### config.mk
export PLATFORM = sky130hd
export DESIGN_NAME = missing_range_gap_list_flat
export DESIGN_NICKNAME = d
export VERILOG_FILES = /design/src/sv/mrgl_pkg.sv /design/src/sv/mrgl_in_if.sv /design/src/sv/mrgl_out_if.sv /design/src/sv/mrgl_ctrl.sv /design/src/sv/mrgl_dp.sv /design/src/sv/missing_range_gap_list.sv /design/src/flat_wrapper.sv
export SDC_FILE = /design/constraint.sdc
export NUM_CORES = 2
export LEC_CHECK = 0
export BUFFER_PORTS_ARGS = -buffer_cell sky130_fd_sc_hd__buf_2
export CAP_MARGIN = 20
export CORE_MARGIN = 10
export CORE_UTILIZATION = 55
export DETAILED_ROUTE_END_ITERATION = 10
export MAX_ROUTING_LAYER = met4
export PLACE_DENSITY = 0.71
export SLEW_MARGIN = 30
export SYNTH_ARGS = -nofsm -noshare
export SYNTH_HDL_FRONTEND = slang
export SYNTH_SLANG_ARGS = --single-unit
### constraint.sdc
create_clock -name clk_i -period 13.2 [get_ports clk_i]
set_input_delay 1.98 -clock clk_i [delete_from_list [all_inputs] [get_ports clk_i]]
set_output_delay 1.98 -clock clk_i [all_outputs]
set_load 0.05 [all_outputs]
### src/sv/mrgl_pkg.sv
// ----------------------------------------------------------------------------
// mrgl_pkg
// Shared types and codes for the missing-range gap list.
// ----------------------------------------------------------------------------
`default_nettype none

package mrgl_pkg;

  localparam int unsigned FieldBits = 32;
  localparam int unsigned TotalBits = 5;

  typedef enum logic [1:0] {
    KIND_ADD   = 2'd0,
    KIND_MARK  = 2'd1,
    KIND_RESET = 2'd2
  } kind_e;

  typedef struct packed {
    logic [1:0]           kind;
    logic [FieldBits-1:0] range_start;
    logic [FieldBits-1:0] range_end;
  } in_item_t;

  typedef struct packed {
    logic [FieldBits-1:0] gap_start;
    logic [FieldBits-1:0] gap_end;
    logic                 gap_valid;
    logic                 last_of_run;
    logic [TotalBits-1:0] gap_total;
    logic                 status;
  } out_item_t;

  typedef enum logic [2:0] {
    ST_IDLE,
    ST_SCAN_RD,
    ST_SCAN_EV,
    ST_SCAN_W1,
    ST_FIN,
    ST_EMIT_RD,
    ST_EMIT_OUT
  } state_e;

  typedef struct packed {
    logic start;
    logic rd;
    logic eval;
    logic wr1;
    logic fin;
    logic emit_rd;
    logic emit_ld;
  } cmd_t;

  typedef struct packed {
    logic modify;
    logic more;
    logic w1_pend;
    logic out_free;
    logic emit_last;
  } stat_t;

endpackage

`default_nettype wire

### src/sv/mrgl_in_if.sv
// ----------------------------------------------------------------------------
// mrgl_in_if
// Operation channel: valid, ready and one operation beat.
// ----------------------------------------------------------------------------
`default_nettype none

interface mrgl_in_if;
  logic               valid;
  logic               ready;
  mrgl_pkg::in_item_t data;

  modport source (output valid, output data, input ready);
  modport sink   (input valid, input data, output ready);
endinterface

`default_nettype wire

### src/sv/mrgl_out_if.sv
// ----------------------------------------------------------------------------
// mrgl_out_if
// Result channel: valid, ready and one listed gap per beat.
// ----------------------------------------------------------------------------
`default_nettype none

interface mrgl_out_if;
  logic                valid;
  logic                ready;
  mrgl_pkg::out_item_t data;

  modport source (output valid, output data, input ready);
  modport sink   (input valid, input data, output ready);
endinterface

`default_nettype wire

### src/sv/mrgl_ctrl.sv
// ----------------------------------------------------------------------------
// mrgl_ctrl
// Sequencer: scans the held list, writes the new list if the operation changes it, then emits the list.
// ----------------------------------------------------------------------------
`default_nettype none

module mrgl_ctrl (
  input  wire logic            clk_i,
  input  wire logic            rst_ni,
  input  wire logic            in_valid_i,
  output logic                 in_ready_o,
  input  wire mrgl_pkg::stat_t stat_i,
  output mrgl_pkg::cmd_t       cmd_o
);

  mrgl_pkg::state_e state_q, state_d;

  always_ff @(posedge clk_i or negedge rst_ni) begin
    if (!rst_ni) begin
      state_q <= mrgl_pkg::ST_IDLE;
    end else begin
      state_q <= state_d;
    end
  end

  always_comb begin
    state_d = state_q;
    case (state_q)
      mrgl_pkg::ST_IDLE: begin
        if (in_valid_i) state_d = mrgl_pkg::ST_SCAN_RD;
      end
      mrgl_pkg::ST_SCAN_RD: begin
        if (!stat_i.modify) state_d = mrgl_pkg::ST_EMIT_RD;
        else if (stat_i.more) state_d = mrgl_pkg::ST_SCAN_EV;
        else state_d = mrgl_pkg::ST_FIN;
      end
      mrgl_pkg::ST_SCAN_EV: begin
        state_d = stat_i.w1_pend ? mrgl_pkg::ST_SCAN_W1 : mrgl_pkg::ST_SCAN_RD;
      end
      mrgl_pkg::ST_SCAN_W1: state_d = mrgl_pkg::ST_SCAN_RD;
      mrgl_pkg::ST_FIN:     state_d = mrgl_pkg::ST_EMIT_RD;
      mrgl_pkg::ST_EMIT_RD: state_d = mrgl_pkg::ST_EMIT_OUT;
      mrgl_pkg::ST_EMIT_OUT: begin
        if (stat_i.out_free) begin
          state_d = stat_i.emit_last ? mrgl_pkg::ST_IDLE : mrgl_pkg::ST_EMIT_RD;
        end
      end
      default: state_d = mrgl_pkg::ST_IDLE;
    endcase
  end

  always_comb begin
    cmd_o      = '0;
    in_ready_o = 1'b0;
    case (state_q)
      mrgl_pkg::ST_IDLE: begin
        in_ready_o    = 1'b1;
        cmd_o.start   = in_valid_i;
      end
      mrgl_pkg::ST_SCAN_RD:  cmd_o.rd      = stat_i.modify & stat_i.more;
      mrgl_pkg::ST_SCAN_EV:  cmd_o.eval    = 1'b1;
      mrgl_pkg::ST_SCAN_W1:  cmd_o.wr1     = 1'b1;
      mrgl_pkg::ST_FIN:      cmd_o.fin     = 1'b1;
      mrgl_pkg::ST_EMIT_RD:  cmd_o.emit_rd = 1'b1;
      mrgl_pkg::ST_EMIT_OUT: cmd_o.emit_ld = stat_i.out_free;
      default: cmd_o = '0;
    endcase
  end

endmodule

`default_nettype wire

### src/sv/mrgl_dp.sv
// ----------------------------------------------------------------------------
// mrgl_dp
// Datapath: two-bank gap memory, merge/cut unit, counters, result register.
// ----------------------------------------------------------------------------
`default_nettype none

module mrgl_dp #(
  parameter int unsigned MAX_GAPS    = 16,
  parameter int unsigned OFFSET_BITS = 32
) (
  input  wire logic                 clk_i,
  input  wire logic                 rst_ni,
  input  wire mrgl_pkg::cmd_t       cmd_i,
  input  wire mrgl_pkg::in_item_t   op_i,
  output mrgl_pkg::stat_t           stat_o,
  output logic                      out_valid_o,
  input  wire logic                 out_ready_i,
  output mrgl_pkg::out_item_t       out_data_o
);

  localparam int unsigned OW = OFFSET_BITS;
  localparam int unsigned IW = $clog2(MAX_GAPS);
  localparam int unsigned CW = $clog2(MAX_GAPS + 1);
  localparam int unsigned AW = IW + 1;

  logic [2*OW-1:0] mem_q [2**AW];
  logic [2*OW-1:0] rdat_q;

  logic          bank_q;
  logic [CW-1:0] held_q, idx_q, n_q, scan_cnt_q;
  logic [OW-1:0] as_q, ae_q, w1s_q, w1e_q;
  logic          is_add_q, placed_q, mod_q, status_q;
  logic          out_valid_q;
  mrgl_pkg::out_item_t out_q;

  logic [OW-1:0] in_s, in_e, gs, ge;
  logic          nonempty, full;

  logic          w0v, w1v, place_now, merge_now;
  logic [OW-1:0] w0s, w0e, w1s, w1e;

  logic          wr_en;
  logic [OW-1:0] wr_s, wr_e;
  logic          fin_wr;
  logic          out_free;

  assign in_s = OW'(op_i.range_start);
  assign in_e = OW'(op_i.range_end);
  assign gs   = rdat_q[2*OW-1:OW];
  assign ge   = rdat_q[OW-1:0];

  assign nonempty = in_e > in_s;
  assign full     = held_q == CW'(MAX_GAPS);

  // per-entry merge or cut
  always_comb begin
    w0v = 1'b0; w0s = gs; w0e = ge;
    w1v = 1'b0; w1s = gs; w1e = ge;
    place_now = 1'b0;
    merge_now = 1'b0;
    if (is_add_q) begin
      if (placed_q) begin
        w0v = 1'b1;
      end else if (ge < as_q) begin
        w0v = 1'b1;
      end else if (gs <= ae_q) begin
        merge_now = 1'b1;
      end else begin
        w0v = 1'b1; w0s = as_q; w0e = ae_q;
        w1v = 1'b1;
        place_now = 1'b1;
      end
    end else begin
      w0v = gs < as_q;
      w0e = (ge < as_q) ? ge : as_q;
      w1v = ge > ae_q;
      w1s = (gs > ae_q) ? gs : ae_q;
    end
  end

  assign fin_wr = cmd_i.fin & is_add_q & ~placed_q;

  always_comb begin
    wr_en = 1'b0; wr_s = w0s; wr_e = w0e;
    if (cmd_i.eval && w0v) begin
      wr_en = 1'b1;
    end else if (cmd_i.wr1) begin
      wr_en = 1'b1; wr_s = w1s_q; wr_e = w1e_q;
    end else if (fin_wr) begin
      wr_en = 1'b1; wr_s = as_q; wr_e = ae_q;
    end
  end

  always_ff @(posedge clk_i) begin
    if (wr_en) mem_q[{~bank_q, n_q[IW-1:0]}] <= {wr_s, wr_e};
    if (cmd_i.rd || cmd_i.emit_rd) rdat_q <= mem_q[{bank_q, idx_q[IW-1:0]}];
  end

  assign out_free = ~out_valid_q | out_ready_i;

  always_ff @(posedge clk_i or negedge rst_ni) begin
    if (!rst_ni) begin
      bank_q      <= 1'b0;
      held_q      <= '0;
      idx_q       <= '0;
      n_q         <= '0;
      scan_cnt_q  <= '0;
      is_add_q    <= 1'b0;
      placed_q    <= 1'b0;
      mod_q       <= 1'b0;
      status_q    <= 1'b0;
      out_valid_q <= 1'b0;
    end else begin
      if (cmd_i.start) begin
        idx_q    <= '0;
        n_q      <= '0;
        placed_q <= 1'b0;
        case (op_i.kind)
          mrgl_pkg::KIND_RESET: begin
            is_add_q   <= 1'b1;
            scan_cnt_q <= '0;
            mod_q      <= in_e != '0;
            status_q   <= 1'b0;
            if (in_e == '0) held_q <= '0;
          end
          mrgl_pkg::KIND_ADD, mrgl_pkg::KIND_MARK: begin
            is_add_q   <= op_i.kind == mrgl_pkg::KIND_ADD;
            scan_cnt_q <= held_q;
            mod_q      <= nonempty & ~full;
            status_q   <= nonempty & full;
          end
          default: begin
            mod_q    <= 1'b0;
            status_q <= 1'b0;
          end
        endcase
      end
      if (cmd_i.eval) begin
        idx_q <= idx_q + CW'(1);
        if (w0v) n_q <= n_q + CW'(1);
        if (place_now) placed_q <= 1'b1;
      end
      if (cmd_i.wr1) n_q <= n_q + CW'(1);
      if (cmd_i.fin) begin
        bank_q <= ~bank_q;
        held_q <= n_q + CW'(fin_wr);
        idx_q  <= '0;
      end
      if (cmd_i.emit_ld) idx_q <= idx_q + CW'(1);
      if (cmd_i.emit_ld) out_valid_q <= 1'b1;
      else if (out_ready_i) out_valid_q <= 1'b0;
    end
  end

  always_ff @(posedge clk_i) begin
    if (cmd_i.start) begin
      as_q <= (op_i.kind == mrgl_pkg::KIND_RESET) ? '0 : in_s;
      ae_q <= in_e;
    end else if (cmd_i.eval && merge_now) begin
      as_q <= (gs < as_q) ? gs : as_q;
      ae_q <= (ge > ae_q) ? ge : ae_q;
    end
    if (cmd_i.eval) begin
      w1s_q <= w1s;
      w1e_q <= w1e;
    end
    if (cmd_i.emit_ld) begin
      out_q.gap_valid   <= held_q != '0;
      out_q.gap_start   <= (held_q != '0) ? mrgl_pkg::FieldBits'(gs) : '0;
      out_q.gap_end     <= (held_q != '0) ? mrgl_pkg::FieldBits'(ge) : '0;
      out_q.last_of_run <= stat_o.emit_last;
      out_q.gap_total   <= mrgl_pkg::TotalBits'(held_q);
      out_q.status      <= status_q;
    end
  end

  assign stat_o.modify    = mod_q;
  assign stat_o.more      = idx_q < scan_cnt_q;
  assign stat_o.w1_pend   = w1v;
  assign stat_o.out_free  = out_free;
  assign stat_o.emit_last = (held_q == '0) || (idx_q + CW'(1) == held_q);

  assign out_valid_o = out_valid_q;
  assign out_data_o  = out_q;

endmodule

`default_nettype wire

### src/sv/missing_range_gap_list.sv
// ----------------------------------------------------------------------------
// missing_range_gap_list
// Sorted list of missing byte ranges with add, mark-received and reset.
// ----------------------------------------------------------------------------
// Each operation beat is taken when the block is idle; the list is then
// rewritten, when the operation changes it, into the spare bank of a
// two-bank memory, one held gap at a time (read, merge or cut, optional
// second write for a split), and the list is emitted one gap per beat.
// An empty list is emitted as one beat with gap_valid low.
`default_nettype none

module missing_range_gap_list #(
  parameter int unsigned MAX_GAPS    = 16,
  parameter int unsigned OFFSET_BITS = 32
) (
  input  wire logic   clk_i,
  input  wire logic   rst_ni,
  mrgl_in_if.sink     in_i,
  mrgl_out_if.source  out_o
);

  mrgl_pkg::cmd_t  cmd;
  mrgl_pkg::stat_t stat;
  mrgl_pkg::stat_t stat_fix;

  // the second write is only pending in the cycle it is evaluated
  assign stat_fix.modify    = stat.modify;
  assign stat_fix.more      = stat.more;
  assign stat_fix.w1_pend   = stat.w1_pend & cmd.eval;
  assign stat_fix.out_free  = stat.out_free;
  assign stat_fix.emit_last = stat.emit_last;

  mrgl_ctrl u_ctrl (
    .clk_i      (clk_i),
    .rst_ni     (rst_ni),
    .in_valid_i (in_i.valid),
    .in_ready_o (in_i.ready),
    .stat_i     (stat_fix),
    .cmd_o      (cmd)
  );

  mrgl_dp #(
    .MAX_GAPS    (MAX_GAPS),
    .OFFSET_BITS (OFFSET_BITS)
  ) u_dp (
    .clk_i       (clk_i),
    .rst_ni      (rst_ni),
    .cmd_i       (cmd),
    .op_i        (in_i.data),
    .stat_o      (stat),
    .out_valid_o (out_o.valid),
    .out_ready_i (out_o.ready),
    .out_data_o  (out_o.data)
  );

`ifndef SYNTHESIS
  a_busy_after_accept: assert property (@(posedge clk_i) disable iff (!rst_ni)
    in_i.valid && in_i.ready |=> !in_i.ready)
    else $error("operation taken while busy");

  a_empty_beat: assert property (@(posedge clk_i) disable iff (!rst_ni)
    out_o.valid && !out_o.data.gap_valid |->
      out_o.data.last_of_run && out_o.data.gap_total == '0)
    else $error("empty-list beat malformed");

  a_refused_full: assert property (@(posedge clk_i) disable iff (!rst_ni)
    out_o.valid && out_o.data.status |->
      out_o.data.gap_total == mrgl_pkg::TotalBits'(MAX_GAPS))
    else $error("refusal with list not full");
`endif

endmodule

`default_nettype wire
### src/flat_wrapper.sv
// flat-port wrapper written by rule: the top's interface ports become plain ports
module missing_range_gap_list_flat 
#(
  parameter int unsigned MAX_GAPS    = 16,
  parameter int unsigned OFFSET_BITS = 32
)
  (clk_i, rst_ni, in_i_valid, in_i_data, in_i_ready, out_o_valid, out_o_data, out_o_ready);
  mrgl_in_if in_i_i ();
  mrgl_out_if out_o_i ();
  input  wire logic clk_i;
  input  wire logic rst_ni;
  input wire logic [$bits(in_i_i.valid)-1:0] in_i_valid;
  input wire logic [$bits(in_i_i.data)-1:0] in_i_data;
  output wire logic [$bits(in_i_i.ready)-1:0] in_i_ready;
  output wire logic [$bits(out_o_i.valid)-1:0] out_o_valid;
  output wire logic [$bits(out_o_i.data)-1:0] out_o_data;
  input wire logic [$bits(out_o_i.ready)-1:0] out_o_ready;
  assign in_i_i.valid = in_i_valid;
  assign in_i_i.data = in_i_data;
  assign in_i_ready = in_i_i.ready;
  assign out_o_valid = out_o_i.valid;
  assign out_o_data = out_o_i.data;
  assign out_o_i.ready = out_o_ready;
  missing_range_gap_list #(.MAX_GAPS(MAX_GAPS), .OFFSET_BITS(OFFSET_BITS)) u_core (.clk_i(clk_i), .rst_ni(rst_ni), .in_i(in_i_i), .out_o(out_o_i));
endmodule
After elaboration in Yosys (flattened, before gate mapping)
Memories as Yosys holds them, arrays and structs flattened. A register that Yosys moved wholly into a read port is not among the register bits.
Cells that the tools add are included.
W data, S select, Z words.

word-level totals
  word-level logic and storage cells = 157
  bits in registers = 229
  bits in writable memories = 2048
  bits of input ports = 70
  memories = 1

memories
  memory             depth  bits a word  rd ports  clocked after memory_dff  write ports  line           RTL
  u_core.u_dp.mem_q  32     64           1         1                         1            mrgl_dp.sv:26  logic [2*OW-1:0] mem_q [2**AW];

operators by class
  bitwise operators = 11
  equal/unequal tests = 12
  magnitude comparators = 7
  reductions and logical operators = 25
  muxes and demuxes = 77
  add/subtract/negate cells = 3

operators by type and width
  kind                   number
  $mux W32               24
  $gt A32 B32 Y1         3
  $lt A32 B32 Y1         2
  $mux W5                12
  $le A32 B32 Y1         1
  $logic_not A32 Y1      1
  $reduce_bool A32 Y1    1
  $mux W1                31
  $pmux W3 S7            1
  $reduce_bool A2 Y1     8
  $mux W3                5
  $add A5 B1 Y5 const B  2
  $pmux W5 S2            1
  $eq A3 B3 Y1 const B   3
  $reduce_and A2 Y1      4
  $and A1 B1 Y1          6
  $eq A3 B2 Y1 const B   2
  $add A5 B1 Y5          1
  $eq A5 B5 Y1           1
  $eq A5 B5 Y1 const B   1
  $logic_not A5 Y1       1
  $lt A5 B5 Y1           1
  $reduce_bool A5 Y1     1
  $ne A2 B2 Y1 const B   2
  other kinds (14)       20

Depth between registers and ports, before layout
  depth in word-level cells = 9
  depth in mapped cells = 13
  gate-level depth less buffers = 10

By module
A second synthesis with hierarchy kept.

second synthesis, totals
  cell total of the unflattened synthesis = 4587
  area total of the unflattened synthesis = 95125.0 um^2

by module, submodules not included
  module                  seq. area each (um^2)  times used  area an instance (um^2)  cells each
  mrgl_dp                 70077.2                1           94833.5                  4552
  mrgl_ctrl               75.1                   1           285.3                    34
  missing_range_gap_list  0.0                    1           6.3                      1

Worst setup path before layout
No wires, ideal clock.

  path kind = input to register
  start point = in out_o_ready
  end point = reg u_core.u_dp.idx_q[2]
  arrival = 5.606 ns
  stages on the path = 6
  buffers on the path = 0
  setup time = 0.085 ns
  path slack = 7.509 ns
  cell sequence = nor2b_1 -> nor2_1 -> nor2_1 -> nor2_1 -> o21ai_0 -> o21ai_0

RTL lines
  element               line                RTL
  from (decl)           flat_wrapper.sv:17  input wire logic [$bits(out_o_i.ready)-1:0] out_o_ready;
  to (signal assigned)  mrgl_dp.sv:139      idx_q <= idx_q + CW'(1);
  to (signal assigned)  mrgl_dp.sv:149      if (cmd_i.emit_ld) idx_q <= idx_q + CW'(1);
  to (decl)             mrgl_dp.sv:30       logic [CW-1:0] held_q, idx_q, n_q, scan_cnt_q;

Worst setup path after layout
  start point = reg u_core.u_dp.rdat_q[11], read port of u_core.u_dp.mem_q
  end point = mem u_core.u_dp.mem_q[19][31] in the netlist's numbering, enable pin

between the ends
  cells in the longest elaborated chain, start to end = 8

ends and longest elaborated chain
  element                        line           RTL
  from (decl)                    mrgl_dp.sv:27  logic [2*OW-1:0] rdat_q;
  $lt A32 B32 Y1                 mrgl_dp.sv:64  end else if (ge < as_q) begin
  $mux W1                        mrgl_dp.sv:64
  $mux W1                        mrgl_dp.sv:62  if (placed_q) begin
  $mux W1                        mrgl_dp.sv:61  if (is_add_q) begin
  $logic_and A1 B1 Y1            mrgl_dp.sv:85  if (cmd_i.eval && w0v) begin
  $mux W1                        mrgl_dp.sv:85
  $mux W1                        mrgl_dp.sv:95  if (wr_en) mem_q[{~bank_q, n_q[IW-1:0]}] <= {wr_s, wr_e};
  $mux W1 (implied by the code)  mrgl_dp.sv:95
  to (decl)                      mrgl_dp.sv:26

Every way passes these cells.

==> summary.md <==
| Metric | Value |
|---|---|
| Run status | `finished, final reports clean` |
| Tightest Hold Check Type | `register to register` |
| Fill cells | `11600` |
| Post_cts resized | `0` |
| Top_reg_cell synth | `edfxtp_1` |
| Layout net count | `5072` |
| Post-synthesis simple-gate area fraction | `0.0277` |
| Mapped cell area | `94500 sq um` |
| Hold path depth | `1` |
| Worst Setup Path Type | `register to register` |
| Top Ports | `144` |
| Power density over the cells | `243 nW/um^2` |
| DR iter-0 viols | `6339` |
| Inserted Clock Buffers | `224` |
| Via count | `47900` |
| Clock-pin slew on the worst setup and hold paths | `60 ps` |
| R2R Setup Slk | `7910 ps` |
| Fin crit share | `0.401` |
| Worst path max stage delay | `830 ps` |
| Register area share after synthesis | `0.742` |
| Synthesis-to-finish area growth | `12.5%` |
| Critical path's top delay family | `compound AO/OA/AOI/OAI gates` |
| H-tree depth | `4` |
| Critical R2R Launch | `u_core.u_dp.rdat_q[11]` |
| Leakage power | `34.0 nW` |
| Post-synthesis mux area share | `0.171` |
| Critical-path cell list | `ha_1 -> a21oi_1 -> o21ai_0 -> a221o_1 -> o31ai_1 -> a21oi_1 -> a211oi_2 -> buf_4 -> o21ai_2 -> nor2_4 -> buf_4` |
| Num Clock Sinks | `2341` |
| Met1 Wirelength | `96500 microns` |
| I/O Buffers | `143` |
| Max Clk Rate | `0.189 GHz` |
| DRC errors left | `0` |
| Hold-fix buffers, CTS | `0` |
| Routed met2 length | `128000 microns` |
| CTS tree | `done` |
| Startpoint type of the worst setup path | `register` |
| Max cap viols | `0` |
| Number of hold violations in the final report | `0` |
| Final Slew Violations | `0` |
| Critical Path End Type | `register` |
| Min-delay src | `u_core.u_dp.scan_cnt_q[4]` |
| Final setup fails | `0` |
| Adder-cell share of the synthesized area | `0.0224` |
| Post-CTS Setup Inserts | `0` |
| Rows | `152` |
| WL per Instance | `35.7 microns` |
| First-pass GRT wire length | `366000 microns` |
| Metal3 WL | `21300 microns` |
| Antenna Nets Post-Route | `0` |
| Final setup skew | `47.4 ps` |
| Largest net degree at the start of global routing | `143` |
| Max IR drop VDD | `0.184 mV` |
| Skew-Pair Late Insertion Delay | `890 ps` |
| Buf+Inv Stages, Crit Path | `2` |
| Compound-Gate Fraction of Synth Area | `0.0214` |
| Vias in the first global route | `47800` |
| Die H | `435 microns` |
| Worst Path Required | `13670 ps` |
| Post-Syn Area per Cell | `20.8 sq um` |
| Dpl hpwl | `157000 microns` |
| Post-Syn Instances | `4539` |
| Slew @ Worst Pin | `1170 ps` |
| Netlist cell types | `65` |
| Endpoint, Worst Hold | `u_core.u_dp.scan_cnt_q[4]` |
| Share of layout cells above drive strength 1 | `0.292` |
| Slew HR | `0.219` |
| Core area | `171000 sq um` |
| Chip Width | `435 microns` |
| Final min period | `5290 ps` |
| Initial antenna violation count | `17` |
| RSZ-0062 raised after global routing | `false` |
| Total die area | `189000 sq um` |
| Max Fanout on Critical Path | `48` |
| Initial Utilization | `0.552` |
| Clk root buf | `clkbuf_16` |
| Slowest CP cell | `nor2_4` |
| Number of synthesis warnings | `0` |
| Post-synthesis async set-or-reset flop share | `0.0124` |
| Sum Neg Setup Slack | `0 ps` |
| #FFs+latches synth | `2341` |
| DRT Wirelength | `259000 microns` |
| Final GP Congestion | `0.979` |
| Largest family of logic cells by synthesized area | `multiplexers` |
| Reg-to-reg endpoint | `u_core.u_dp.mem_q[19][31]` |
| Uppermost routed layer | `met4` |
| First-pass detailed-route iteration total | `7` |
| Clock Path Buffers | `3` |
| Worst Path Arrival | `5760 ps` |
| GR Overflow Total | `0` |
| Post-Syn Nets | `4778` |
| R2R depth | `11` |
| DR vias/cell | `6.60` |
| Final hold slack | `506 ps` |
| Number of flops mapped to enable cells by yosys | `2312` |
| Power consumption | `25.8 mW` |
| Post-synthesis xor/xnor area fraction | `0.00111` |
| Gr usage total | `0.284` |
==> registers in the layout, summed over array words and instances (netlist names), 32 cells and up <==
register,flops
u_core.u_dp.out_data_o,72
u_core.u_dp.rdat_q,64
u_core.u_dp.mem_q,2048
u_core.u_dp.w1e_q,32
u_core.u_dp.as_q,32
u_core.u_dp.w1s_q,32
u_core.u_dp.ae_q,32
==> cells in the mapped netlist (all sizes together), types with 12 or more instances <==
library cell / n / area (sq um)
mux2: 110 / 1240
mux2i: 48 / 480
nand2: 272 / 1020
nor2: 80 / 300
a211oi: 19 / 148
inv: 116 / 435
nand3: 51 / 255
dfrtp: 29 / 726
buf: 66 / 342
mux4: 640 / 14400
o21a: 12 / 90.1
o221ai: 13 / 114
a21o: 26 / 195
nor4: 27 / 175
ha: 169 / 2110
a2111oi: 15 / 133
nor2b: 72 / 450
clkbuf: 156 / 586
nand4: 25 / 156
a22o: 12 / 105
edfxtp: 2312 / 69400
a21oi: 65 / 325
o21ai: 111 / 574
==> kinds of logic (layout without fill, tap and decap cells) <==
kind of cell / count (synthesis) / after routing
flip-flops: 2341 / 2341
multiplexers: 798 / 798
AND/OR/NAND/NOR: 566 / 566
buffers and inverters: 338 / 814
AO/OA/AOI/OAI: 315 / 315
adder cells (fa/ha/maj): 169 / 169
XOR/XNOR: 12 / 12
other: 0 / 12
==> metal layers <==
| layer | track usage | up-vias |
|---|---|---|
| li1 | - | 19400 |
| met1 | 0.373 | 25400 |
| met2 | 0.443 | 2613 |
| met3 | 0.0444 | 451 |
| met4 | 0.134 | 0 |
| met5 | - | - |
==> area by class of cell <==
type / instances / area (sq um) / share of cell area
Timing Repair Buffer: 290 / 1970 / 0.0185
Inverter: 116 / 437 / 0.00411
Clock buffer: 269 / 5830 / 0.0548
Sequential cell: 2341 / 70200 / 0.660
Clock inverter: 139 / 1370 / 0.0129
Tap cell: 2233 / 2790 / 0.0263
Antenna cell: 12 / 30.0 / 0.000282
Multi-Input combinational cell: 1860 / 23700 / 0.223
==> per-stage QoR <==
stage               setup slack [ps]  instance area (sq um)   util  std cells
finish                          7910                 106000  0.621       7260
floorplan                       7510                  94500      -       4539
global route                    7730                 106000  0.621       7258
global placement                7560                  98800  0.577       6835
CTS                             7550                 106000  0.620       7244
detailed placement              7620                  98900  0.578       6836
==> worst max path at each step <==
stage	startpoint	endpoint	slack, ps	depth (start not counted)
CTS	u_core.u_dp.rdat_q[47]	u_core.u_dp.mem_q[30][20]	7550	10
detailed placement	u_core.u_dp.rdat_q[47]	u_core.u_dp.mem_q[11][20]	7620	10
floorplan	out_o_ready	u_core.u_dp.idx_q[2]	7510	6
finish	u_core.u_dp.rdat_q[11]	u_core.u_dp.mem_q[19][31]	7910	11
global route	u_core.u_dp.rdat_q[11]	u_core.u_dp.mem_q[19][31]	7730	11
global placement	u_core.u_dp.rdat_q[61]	u_core.u_dp.mem_q[18][25]	7560	11
==> power by group <==
group	switching, mW	leakage [nW]	internal [mW]
clock	2.78	3.50	3.54
combinational	5.41	9.27	2.45
sequential	0.486	21.2	11.1
==> layout by cell type (no fill, tap or decap), drive strengths merged, types with 6 or more instances in the layout <==
cell type	n
clkbuf	269
nand3	51
o21a	12
edfxtp	2312
nor3	9
a22oi	8
a2111oi	15
nand2	272
a21oi	65
mux2i	48
buf	290
diode	12
nor2b	72
nor2	80
mux2	110
nor4	27
a22o	12
mux4	640
clkinv	101
xor2	6
o221ai	13
clkinvlp	10
dfrtp	29
nand4	25
o21ai	111
o22ai	8
bufinv	20
xnor2	6
a211oi	19
nand2b	7
ha	169
inv	124
a21o	26
Note: power is estimated with default switching activity, not from simulation.
